--- config.mk ---
export PLATFORM = sky130hd
export DESIGN_NAME = tracking_area_list_parser
export DESIGN_NICKNAME = d
export VERILOG_FILES = /design/src/rtl/core/tal_pkg.sv /design/src/rtl/core/tracking_area_list_parser.sv /design/src/rtl/core/tal_front.sv /design/src/rtl/core/tal_cmdq.sv /design/src/rtl/core/tal_back.sv
export SDC_FILE = /design/constraint.sdc
export NUM_CORES = 1
export LEC_CHECK = 0
export BUFFER_PORTS_ARGS = -buffer_cell sky130_fd_sc_hd__buf_2
export CELL_PAD_IN_SITES_DETAIL_PLACEMENT = 0
export CELL_PAD_IN_SITES_GLOBAL_PLACEMENT = 1
export CORE_UTILIZATION = 54
export CTS_CLUSTER_SIZE = 28
export DETAILED_ROUTE_END_ITERATION = 10
export PLACE_DENSITY = 0.94
export SYNTH_ARGS = -nofsm -noshare
export SYNTH_HDL_FRONTEND = slang
export SYNTH_HIERARCHICAL = 1
export SYNTH_SLANG_ARGS = --single-unit
--- constraint.sdc ---
create_clock -name clk -period 10.15 [get_ports clk]
set_clock_uncertainty 0.1 [all_clocks]
set_input_delay 0.5075 -clock clk [delete_from_list [all_inputs] [get_ports clk]]
set_output_delay 0.5075 -clock clk [all_outputs]
set_load 0.005 [all_outputs]
--- src/rtl/core/tal_pkg.sv ---
// Shared types and constants for the tracking area list parser.
package tal_pkg;

  // Default capacity of the decoded identity list.
  localparam int MAX_TAI_DEF = 16;

  // Depth of the command queue between the front and back parts.
  localparam int CMDQ_DEPTH = 2;

  // Width of counts and list positions; holds values up to 63.
  localparam int CNT_W = 6;

  // List type codes from bits 6..5 of a partial list header.
  localparam logic [1:0] KIND_SEPARATE = 2'd0;
  localparam logic [1:0] KIND_CONSEC   = 2'd1;

  // Byte position within the element.
  typedef enum logic [2:0] {
    PH_IDLE,
    PH_HEADER,
    PH_NET0,
    PH_NET1,
    PH_NET2,
    PH_CODE0,
    PH_CODE1,
    PH_CODE2
  } phase_t;

  // One request from the front part: a run of identities, an end marker, or both.
  typedef struct packed {
    logic [23:0]      net;
    logic [23:0]      code;
    logic [CNT_W-1:0] idx;
    logic [CNT_W-1:0] run;
    logic             done;
  } cmd_t;

  // One result as held in the output register.
  typedef struct packed {
    logic [23:0] net;
    logic [23:0] code;
    logic [3:0]  index;
    logic        valid;
    logic        last_run;
    logic        done;
    logic [4:0]  total;
  } res_t;

endpackage

--- src/rtl/core/tracking_area_list_parser.sv ---
// A result passes from the request queue through the expansion registers into the output register.
// Throughput: one byte per cycle while full is low; a byte that stores identities, or an
// end marker, holds the expansion unit until all its results are emitted, and full rises
// once the 2-entry request queue fills.
// Reset (synchronous, active low) clears the parser to idle, empties the request
// queue and the output register; the first byte may be pushed in the next cycle.
module tracking_area_list_parser #(
  parameter int MAX_TAI = tal_pkg::MAX_TAI_DEF
) (
  input  logic        clk,
  input  logic        rst_n,
  input  logic        push,
  input  logic [7:0]  in_data_byte,
  input  logic        in_start_req,
  output logic        full,
  output logic        empty,
  input  logic        pop,
  output logic [3:0]  out_mcc_digit1,
  output logic [3:0]  out_mcc_digit2,
  output logic [3:0]  out_mcc_digit3,
  output logic [3:0]  out_mnc_digit1,
  output logic [3:0]  out_mnc_digit2,
  output logic [3:0]  out_mnc_digit3,
  output logic [23:0] out_area_code,
  output logic [3:0]  out_entry_index,
  output logic        out_entry_valid,
  output logic        out_last_of_run,
  output logic        out_list_done,
  output logic [4:0]  out_total_count
);

  logic          f_push;
  tal_pkg::cmd_t f_cmd;
  logic          q_full;
  logic          q_empty;
  logic          q_pop;
  tal_pkg::cmd_t q_head;
  tal_pkg::res_t res;

  tal_front #(
    .MAX_TAI(MAX_TAI)
  ) u_front (
    .clk         (clk),
    .rst_n       (rst_n),
    .in_push     (push),
    .in_data_byte(in_data_byte),
    .in_start_req(in_start_req),
    .in_full     (full),
    .q_push      (f_push),
    .q_cmd       (f_cmd),
    .q_full      (q_full)
  );

  tal_cmdq u_cmdq (
    .clk     (clk),
    .rst_n   (rst_n),
    .push    (f_push),
    .push_cmd(f_cmd),
    .q_full  (q_full),
    .pop     (q_pop),
    .head_cmd(q_head),
    .q_empty (q_empty)
  );

  tal_back u_back (
    .clk      (clk),
    .rst_n    (rst_n),
    .q_empty  (q_empty),
    .q_cmd    (q_head),
    .q_pop    (q_pop),
    .res      (res),
    .out_empty(empty),
    .out_pop  (pop)
  );

  // Unpack the BCD network digits: mcc2:mcc1, mnc3:mcc3, mnc2:mnc1.
  assign out_mcc_digit1  = res.net[19:16];
  assign out_mcc_digit2  = res.net[23:20];
  assign out_mcc_digit3  = res.net[11:8];
  assign out_mnc_digit1  = res.net[3:0];
  assign out_mnc_digit2  = res.net[7:4];
  assign out_mnc_digit3  = res.net[15:12];
  assign out_area_code   = res.code;
  assign out_entry_index = res.index;
  assign out_entry_valid = res.valid;
  assign out_last_of_run = res.last_run;
  assign out_list_done   = res.done;
  assign out_total_count = res.total;

endmodule

--- src/rtl/core/tal_front.sv ---
// Front part: parses element bytes and issues identity runs to the queue.
module tal_front #(
  parameter int MAX_TAI = tal_pkg::MAX_TAI_DEF
) (
  input  logic          clk,
  input  logic          rst_n,
  input  logic          in_push,
  input  logic [7:0]    in_data_byte,
  input  logic          in_start_req,
  output logic          in_full,
  output logic          q_push,
  output tal_pkg::cmd_t q_cmd,
  input  logic          q_full
);

  localparam int CW = tal_pkg::CNT_W;

  tal_pkg::phase_t phase_r, phase_nxt;
  logic [7:0]      bytes_left_r, bytes_left_nxt;
  logic [1:0]      kind_r, kind_nxt;
  logic [CW-1:0]   entries_r, entries_nxt;
  logic [23:0]     net_r, net_nxt;
  logic [23:0]     code_r, code_nxt;
  logic [CW-1:0]   stored_r, stored_nxt;

  logic          acc;
  logic          live;
  logic          last;
  logic          store_ev;
  logic [23:0]   code_full;
  logic [CW-1:0] run_req;
  logic [CW-1:0] room;
  logic [CW-1:0] run_n;

  // A byte is taken whenever the queue has room for what it may issue.
  assign in_full = q_full;
  assign acc     = in_push & ~q_full;

  // Classification of the current byte.
  assign live      = acc & ~in_start_req & (phase_r != tal_pkg::PH_IDLE) &
                     (bytes_left_r != 8'd0);
  assign last      = acc & (in_start_req ? (in_data_byte == 8'd0)
                                         : (live & (bytes_left_r == 8'd1)));
  assign store_ev  = live & (phase_r == tal_pkg::PH_CODE2);
  assign code_full = {code_r[23:8], in_data_byte};

  // Number of identities this byte stores, limited by the free list space.
  assign run_req = (kind_r == tal_pkg::KIND_CONSEC) ? entries_r : CW'(1);
  assign room    = CW'(MAX_TAI) - stored_r;
  assign run_n   = (run_req < room) ? run_req : room;

  // Request to the back part.
  assign q_push     = last | (store_ev & (run_n != '0));
  assign q_cmd.net  = net_r;
  assign q_cmd.code = code_full;
  assign q_cmd.idx  = in_start_req ? '0 : stored_r;
  assign q_cmd.run  = store_ev ? run_n : '0;
  assign q_cmd.done = last;

  // Datapath updates.
  always_comb begin
    bytes_left_nxt = bytes_left_r;
    kind_nxt       = kind_r;
    entries_nxt    = entries_r;
    net_nxt        = net_r;
    code_nxt       = code_r;
    stored_nxt     = stored_r;
    if (acc && in_start_req) begin
      bytes_left_nxt = in_data_byte;
      kind_nxt       = 2'd0;
      entries_nxt    = '0;
      net_nxt        = '0;
      code_nxt       = '0;
      stored_nxt     = '0;
    end else if (live) begin
      bytes_left_nxt = bytes_left_r - 8'd1;
      unique case (phase_r)
        tal_pkg::PH_HEADER: begin
          kind_nxt    = in_data_byte[6:5];
          entries_nxt = CW'(in_data_byte[4:0]) + CW'(1);
          net_nxt     = '0;
        end
        tal_pkg::PH_NET0:  net_nxt  = {in_data_byte, 16'h0000};
        tal_pkg::PH_NET1:  net_nxt  = {net_r[23:16], in_data_byte, net_r[7:0]};
        tal_pkg::PH_NET2:  net_nxt  = {net_r[23:8], in_data_byte};
        tal_pkg::PH_CODE0: code_nxt = {in_data_byte, 16'h0000};
        tal_pkg::PH_CODE1: code_nxt = {code_r[23:16], in_data_byte, code_r[7:0]};
        tal_pkg::PH_CODE2: begin
          code_nxt    = code_full;
          stored_nxt  = stored_r + run_n;
          entries_nxt = (kind_r == tal_pkg::KIND_CONSEC) ? '0 : entries_r - CW'(1);
        end
        default: ;
      endcase
    end
  end

  // Next byte position.
  always_comb begin
    phase_nxt = phase_r;
    if (acc && in_start_req) begin
      phase_nxt = tal_pkg::PH_HEADER;
    end else if (live) begin
      unique case (phase_r)
        tal_pkg::PH_HEADER: phase_nxt = tal_pkg::PH_NET0;
        tal_pkg::PH_NET0:   phase_nxt = tal_pkg::PH_NET1;
        tal_pkg::PH_NET1:   phase_nxt = tal_pkg::PH_NET2;
        tal_pkg::PH_NET2:   phase_nxt = tal_pkg::PH_CODE0;
        tal_pkg::PH_CODE0:  phase_nxt = tal_pkg::PH_CODE1;
        tal_pkg::PH_CODE1:  phase_nxt = tal_pkg::PH_CODE2;
        tal_pkg::PH_CODE2: begin
          if (entries_nxt == '0) begin
            phase_nxt = tal_pkg::PH_HEADER;
          end else if (kind_r == tal_pkg::KIND_SEPARATE) begin
            phase_nxt = tal_pkg::PH_CODE0;
          end else begin
            phase_nxt = tal_pkg::PH_NET0;
          end
        end
        default: phase_nxt = phase_r;
      endcase
    end
    // The element's final byte always returns to idle.
    if (last) begin
      phase_nxt = tal_pkg::PH_IDLE;
    end
  end

  always_ff @(posedge clk) begin
    if (!rst_n) begin
      phase_r      <= tal_pkg::PH_IDLE;
      bytes_left_r <= '0;
      kind_r       <= '0;
      entries_r    <= '0;
      net_r        <= '0;
      code_r       <= '0;
      stored_r     <= '0;
    end else begin
      phase_r      <= phase_nxt;
      bytes_left_r <= bytes_left_nxt;
      kind_r       <= kind_nxt;
      entries_r    <= entries_nxt;
      net_r        <= net_nxt;
      code_r       <= code_nxt;
      stored_r     <= stored_nxt;
    end
  end

endmodule

--- src/rtl/core/tal_cmdq.sv ---
// Short request queue between the front and back parts.
module tal_cmdq (
  input  logic          clk,
  input  logic          rst_n,
  input  logic          push,
  input  tal_pkg::cmd_t push_cmd,
  output logic          q_full,
  input  logic          pop,
  output tal_pkg::cmd_t head_cmd,
  output logic          q_empty
);

  localparam int DEPTH = tal_pkg::CMDQ_DEPTH;
  localparam int PW    = (DEPTH > 1) ? $clog2(DEPTH) : 1;
  localparam int NW    = $clog2(DEPTH + 1);

  tal_pkg::cmd_t  slots_r [DEPTH];
  logic [PW-1:0]  wr_ptr_r, wr_ptr_nxt;
  logic [PW-1:0]  rd_ptr_r, rd_ptr_nxt;
  logic [NW-1:0]  cnt_r, cnt_nxt;
  logic           do_push;
  logic           do_pop;

  assign q_full   = (cnt_r == NW'(DEPTH));
  assign q_empty  = (cnt_r == '0);
  assign head_cmd = slots_r[rd_ptr_r];
  assign do_push  = push & ~q_full;
  assign do_pop   = pop & ~q_empty;

  // Pointer and fill count updates.
  always_comb begin
    wr_ptr_nxt = wr_ptr_r;
    rd_ptr_nxt = rd_ptr_r;
    cnt_nxt    = cnt_r;
    if (do_push) begin
      wr_ptr_nxt = (wr_ptr_r == PW'(DEPTH - 1)) ? '0 : wr_ptr_r + PW'(1);
    end
    if (do_pop) begin
      rd_ptr_nxt = (rd_ptr_r == PW'(DEPTH - 1)) ? '0 : rd_ptr_r + PW'(1);
    end
    if (do_push && !do_pop) begin
      cnt_nxt = cnt_r + NW'(1);
    end else if (do_pop && !do_push) begin
      cnt_nxt = cnt_r - NW'(1);
    end
  end

  always_ff @(posedge clk) begin
    if (!rst_n) begin
      wr_ptr_r <= '0;
      rd_ptr_r <= '0;
      cnt_r    <= '0;
    end else begin
      wr_ptr_r <= wr_ptr_nxt;
      rd_ptr_r <= rd_ptr_nxt;
      cnt_r    <= cnt_nxt;
    end
  end

  // Queue storage.
  always_ff @(posedge clk) begin
    if (do_push) begin
      slots_r[wr_ptr_r] <= push_cmd;
    end
  end

endmodule

--- src/rtl/core/tal_back.sv ---
// Back part: expands each request into results and holds the output register.
module tal_back (
  input  logic          clk,
  input  logic          rst_n,
  input  logic          q_empty,
  input  tal_pkg::cmd_t q_cmd,
  output logic          q_pop,
  output tal_pkg::res_t res,
  output logic          out_empty,
  input  logic          out_pop
);

  localparam int CW = tal_pkg::CNT_W;

  logic          act_r, act_nxt;
  logic [23:0]   net_r, net_nxt;
  logic [23:0]   code_r, code_nxt;
  logic [CW-1:0] idx_r, idx_nxt;
  logic [CW-1:0] left_r, left_nxt;
  logic          done_r, done_nxt;
  logic          vld_r, vld_nxt;
  tal_pkg::res_t res_r, res_nxt;

  logic          slot_free;
  logic          emit;
  logic [CW-1:0] idx_inc;

  assign slot_free = ~vld_r | out_pop;
  assign q_pop     = ~act_r & ~q_empty;
  assign emit      = act_r & slot_free;
  assign idx_inc   = idx_r + CW'(1);
  assign res       = res_r;
  assign out_empty = ~vld_r;

  // Run expansion: one result per cycle while the output register has room.
  always_comb begin
    act_nxt  = act_r;
    net_nxt  = net_r;
    code_nxt = code_r;
    idx_nxt  = idx_r;
    left_nxt = left_r;
    done_nxt = done_r;
    res_nxt  = res_r;
    vld_nxt  = out_pop ? 1'b0 : vld_r;
    if (q_pop) begin
      act_nxt  = 1'b1;
      net_nxt  = q_cmd.net;
      code_nxt = q_cmd.code;
      idx_nxt  = q_cmd.idx;
      left_nxt = q_cmd.run;
      done_nxt = q_cmd.done;
    end else if (emit) begin
      vld_nxt = 1'b1;
      if (left_r == '0) begin
        // End marker: no identity stored by the final byte.
        res_nxt          = '0;
        res_nxt.last_run = 1'b1;
        res_nxt.done     = 1'b1;
        res_nxt.total    = idx_r[4:0];
        act_nxt          = 1'b0;
      end else begin
        res_nxt.net      = net_r;
        res_nxt.code     = code_r;
        res_nxt.index    = idx_r[3:0];
        res_nxt.valid    = 1'b1;
        res_nxt.last_run = (left_r == CW'(1));
        res_nxt.done     = done_r;
        res_nxt.total    = idx_inc[4:0];
        code_nxt         = code_r + 24'd1;
        idx_nxt          = idx_inc;
        left_nxt         = left_r - CW'(1);
        act_nxt          = (left_r != CW'(1));
      end
    end
  end

  always_ff @(posedge clk) begin
    if (!rst_n) begin
      act_r <= 1'b0;
      vld_r <= 1'b0;
    end else begin
      act_r <= act_nxt;
      vld_r <= vld_nxt;
    end
  end

  // Payload registers.
  always_ff @(posedge clk) begin
    net_r  <= net_nxt;
    code_r <= code_nxt;
    idx_r  <= idx_nxt;
    left_r <= left_nxt;
    done_r <= done_nxt;
    res_r  <= res_nxt;
  end

endmodule

Word level (Yosys, flattened, before mapping)

Memories as Yosys holds them, arrays and structs flattened. A register that Yosys moved wholly into a read port is not among the register bits.
Cells that the tools add are included.

Word-level logic and storage cells: 158
Flip-flop bits (word level): 192
Output and inout bits: 62
Bits of input ports: 13
Bits in latches: 0
Memories kept: 1
Memory bits (writable): 122
Memory bits (read-only): 0

Memory list:

| name           | words | bits a word | read ports | clocked after Yosys merged registers in | write ports | RTL line       | RTL |
|---|---|---|---|---|---|---|---|
| u_cmdq.slots_r | 2     | 61          | 1          | 1                                       | 1           | tal_cmdq.sv:17 | `tal_pkg::cmd_t slots_r [DEPTH];` |

Add/subtract/negate cells: 12
Multiplexer cells: 42
Reductions and logical operators: 36
Bitwise operators: 25
Divide/modulo/power cells: 0
Magnitude comparators: 1
Eq/ne operators: 13
Shifts and indexed selects: 0
Multiply operators: 0

Operator list:

| operator              | number |
|---|---|
| $pmux 24 s4           | 1 |
| $mux 6                | 13 |
| $mux 24               | 3 |
| $pmux 24 s3           | 1 |
| $add 24x1->24 const B | 1 |
| $mux 8                | 3 |
| $pmux 3 s7            | 1 |
| $reduce_bool 8->1     | 2 |
| $mux 1                | 15 |
| $and 1x1->1           | 12 |
| $eq 3x3->1 const B    | 4 |
| $logic_not 6->1       | 2 |
| $pmux 6 s2            | 1 |
| $reduce_and 2->1      | 6 |
| $sub 6x1->6 const B   | 2 |
| $not 1->1             | 11 |
| $reduce_bool 2->1     | 5 |
| $reduce_and 3->1      | 3 |
| $reduce_bool 3->1     | 3 |
| $eq 8x1->1 const B    | 1 |
| $logic_not 8->1       | 1 |
| $reduce_and 4->1      | 2 |
| $sub 8x1->8 const B   | 1 |
| $reduce_bool 7->1     | 1 |
| 24 further kinds      | 34 |

Longest topological paths before layout

Word-level depth: 15
Depth in mapped cells: 18
Mapped depth without buffers: 18

By module

The synthesis kept the hierarchy.

Modules (own cells, without submodules):

| module    | cells an instance | seq. area each (um^2) | times used | area an instance (um^2) |
|---|---|---|---|---|
| tal_back  | 369               | 3,643.5               | 1          | 5,097.4 |
| tal_cmdq  | 215               | 3,763.6               | 1          | 4,619.4 |
| tal_front | 462               | 1,301.2               | 1          | 3,639.7 |

Least setup slack after synthesis

No wires, ideal clock.

Path kind: reg-to-reg
From: register u_front.stored_r[1]
To: memory u_cmdq/slots_r[0][0] (netlist name), enable pin
Cell stages (with the launch flop): 14
Required time: 9.579 ns
Arrival time: 4.803 ns
Period minus slack after synthesis: 5.374 ns
Buffers on the path: 0
Slack: 4.776 ns
Cells stage by stage: dfxtp_1 inv_1 ha_1 xor2_1 ha_1 a21o_1 a2111oi_4 a21oi_2 nand3_1 o41ai_1 a21oi_1 or2_2 inv_1 nor3_2

Word-level cells in the longest chain between the ends: 9

RTL lines:

| what                           | RTL line                        | RTL |
|---|---|---|
| start, declared                | tal_front.sv:24                 | `logic [CW-1:0] stored_r, stored_nxt;` |
| start signal, assigned         | tal_front.sv:145                | `stored_r <= stored_nxt;` |
| $sub 5x6->6 *                  | tal_front.sv:49                 | `assign room = CW'(MAX_TAI) - stored_r;` |
| $lt 6x6->1                     | tal_front.sv:50                 | `assign run_n = (run_req < room) ? run_req : room;` |
| $mux 6 *                       | tal_front.sv:50                 |  |
| $reduce_bool 6->1 *            | tal_front.sv:53                 | `assign q_push = last \| (store_ev & (run_n != '0));` |
| $and 1x1->1 *                  | tal_front.sv:53                 |  |
| $or 1x1->1 *                   | tal_front.sv:53                 |  |
| net f_push                     | tracking_area_list_parser.sv:32 | `logic f_push;` |
| $and 1x1->1 *                  | tal_cmdq.sv:27                  | `assign do_push = push & ~q_full;` |
| $mux 1 *                       | tal_cmdq.sv:62                  | `if (do_push) begin` |
| $mux 1 (implied by the code) * | tal_cmdq.sv:63                  | `slots_r[wr_ptr_r] <= push_cmd;` |
| end, declared                  | tal_cmdq.sv:17                  |  |

Mark *: on every way through the listed nets, which the timed path passes. The rest lies on a longest branch.

Worst setup path after layout

From: register u_front.stored_r[1]
To: register u_cmdq.cnt_r[1]

Word-level cells in the longest chain between the ends: 10

RTL lines:

| what                        | RTL line                        | RTL |
|---|---|---|
| $sub 5x6->6 *               | tal_front.sv:49                 |  |
| $lt 6x6->1                  | tal_front.sv:50                 |  |
| $mux 6 *                    | tal_front.sv:50                 |  |
| $reduce_bool 6->1 *         | tal_front.sv:53                 |  |
| $and 1x1->1 *               | tal_front.sv:53                 |  |
| $or 1x1->1 *                | tal_front.sv:53                 |  |
| net f_push                  | tracking_area_list_parser.sv:32 |  |
| $and 1x1->1 *               | tal_cmdq.sv:27                  |  |
| net u_cmdq.do_push          | tal_cmdq.sv:21                  | `logic do_push;` |
| $logic_not 1->1             | tal_cmdq.sv:43                  | `end else if (do_pop && !do_push) begin` |
| $logic_and 1x1->1           | tal_cmdq.sv:43                  |  |
| $reduce_bool 2->1 (no line) | -                               |  |
| end signal, assigned        | tal_cmdq.sv:56                  | `cnt_r <= cnt_nxt;` |
| end, declared               | tal_cmdq.sv:20                  | `logic [NW-1:0] cnt_r, cnt_nxt;` |

Marked as above.
A chain may end at the register's enable or synchronous reset.

==> metrics.csv <==
metric,value,unit
Total GRT Usage,0.2036,
status,finished clean,
CTS hold repair buffers,0,
first-pass GRT wire length,41300,µm
H-Tree Depth,1,
crit path time final,4.127,ns
1st-iter DRT viols,700,
Slowest cell on crit path,dfxtp_1,
area delta synth->final,11.81,%
IO Count,75,
MaxCap Viol Count,0,
Clock Path Buffers,3,
Mapped Cells,1042,
CP Max Fanout,9,
Post-CTS Setup Inserts,0,
Hold Crit Class,in -> reg,
CTS buffer count,30,
Fmax,242.3,MHz
dpl ws,6.073,ns
num rows,57,
Worst Path Buf+Inv,2,
Worst EP arrival,4.50,ns
Slew @ Worst Pin,0.9344,ns
Clock Sinks,312,
crit end category,flip-flop,
grt ovf,0,
crit-path cells,inv_1 -> ha_1 -> xor2_1 -> ha_1 -> a21o_1 -> a2111oi_4 -> a21oi_2 -> o41ai_1 -> a21oi_1 -> or2_2 -> inv_1 -> nor2_1 -> ha_1 -> or3_1 -> a21boi_1,
cts repair resizes,0,
combinational share of power,0.027,
Pwr Total,2560,µW
Setup CP Type,reg -> reg,
starting density of the core,0.5476,
DRT Pass-1 Iters,5,
Post-Syn Area,13280,µm²
Clock Latency Late Sink,0.56,ns
cell-internal power,2046,µW
layout cells sized above 1,0.1886,
Rel. slew slack,0.3757,
CORE AREA,24250,µm²
Synth Warn #,6,
largest net degree at the start of global routing,66,
clk slew on worst S/H paths,0.06,ns
mean routed wirelength per cell,17.67,µm
DRC,0,
cell area power density,172.4,nW/µm²
most frequent CP cell,ha_1,
"commonest non-fill, non-tap cell in the layout",edfxtp_1,
fill count,1813,
Die Height,158.8,µm
Max rail drop VDD,0.1388,mV
CTS tree,yes,
Syn Area/Cell,12.74,µm²
Worst path max stage delay,0.45,ns
family with the most delay on the worst path,compound AO/OA/AOI/OAI gates,
routed wire length,25500,µm
Sequential Power Share,0.538,
Leak,0.005099,µW
root buf cell,clkbuf_16,
DR vias,8090,
Psw,514.3,µW
TNS Setup,0,ns
Max Slew Vio Count,0,
fin crit share,0.4066,
hpwl dp,15850,µm
drt via density,5.606,
Clk pwr share,0.435,
Final Hold Fails,0,
antenna-violating nets left,0,
most frequent cells in the layout,"240 x edfxtp_1, 89 x nand2_1, 76 x nor2_1",
initial antenna violation count,0,
port buffer count,74,
routability cong.,0.8616,
Antenna diodes,0,
Die W,158.8,µm
Final setup viols,0,
Sw Share,0.2009,
Layout Nets,1132,
syn nets,1078,
worst setup margin,6.023,ns
die footprint,25220,µm²
RSZ-0062 raised after global routing,false,
vias in the first global route,7819,
Setup crit start kind,flip-flop,
worst path required time,10.53,ns
-- per-stage QoR --
stage	hold WS (ns)	std cells	utilization	instance area [µm²]
2_1_floorplan	0.3254	1042	-	13280
3_5_place_dp	0.3388	1388	0.5704	13830
4_1_cts	0.1279	1443	0.6123	14850
5_1_grt	0.1620	1443	0.6123	14850
3_3_place_gp	0.3290	1388	0.5704	13830
6_report	0.1544	1443	0.6123	14850
-- power by group through the flow --
| stage | clock network (µW) | registers [µW] | logic [µW] |
|---|---|---|---|
| finish | 1110 | 1380 | 68.4 |
| global route | 1190 | 1380 | 75.0 |
| CTS | 1140 | 1380 | 67.9 |
| detailed placement | 0 | 1400 | 67.3 |
| global placement | 0 | 1400 | 66.3 |
| floorplan | 0 | 1400 | 50.6 |
-- sequential cells by signal, summed over array words and instances, names as in the netlist, named ones only --
name / flops
u_front/code_r: 16
u_back/act_r: 1
u_cmdq/slots_r: 120
u_back/left_r: 6
u_front/phase_r: 3
u_front/kind_r: 2
u_back/net_r: 24
u_back/idx_r: 5
u_front/bytes_left_r: 8
u_back/vld_r: 1
u_front/entries_r: 6
u_front/net_r: 24
u_back/done_r: 1
u_cmdq/rd_ptr_r: 1
u_cmdq/cnt_r: 2
u_front/stored_r: 6
u_back/code_r: 24
u_back/res: 60
u_cmdq/wr_ptr_r: 1
-- area by class of cell --
cell class	instances	area (µm²)	share of cell area
clock buffer	42	878.3	0.05916
multi-input combinational	645	4252	0.2864
timing repair buffer	82	430.4	0.02899
tap	324	405.4	0.02730
sequential	312	8650	0.5826
clock inverter	13	137.6	0.009270
inverter	25	93.84	0.006321
-- routing by layer --
metal,wire length (µm),GRT usage
met1,11170,0.2719
met2,12490,0.3505
met3,1389,0.02926
met4,458,0.04854
met5,0,0
-- tightest hold or removal path: stages --
cell      delay (ns)
buf_2           0.07
nand2b_1        0.10
a21oi_1         0.07
-- worst paths after layout --
| check | start | to | slack [ns] | cells past startpoint |
|---|---|---|---|---|
| worst min register to register | u_front/net_r[9] | u_cmdq/slots_r[1][46] | 0.36 | 0 |
| worst max-delay path | u_front/stored_r[1] | u_cmdq/cnt_r[1] | 6.02 | 15 |
| worst min-delay path | pop | u_back/vld_r | 0.15 | 3 |
| worst max register to register | u_front/stored_r[1] | u_cmdq/cnt_r[1] | 6.02 | 15 |
Note: power is estimated with default switching activity, not from simulation.
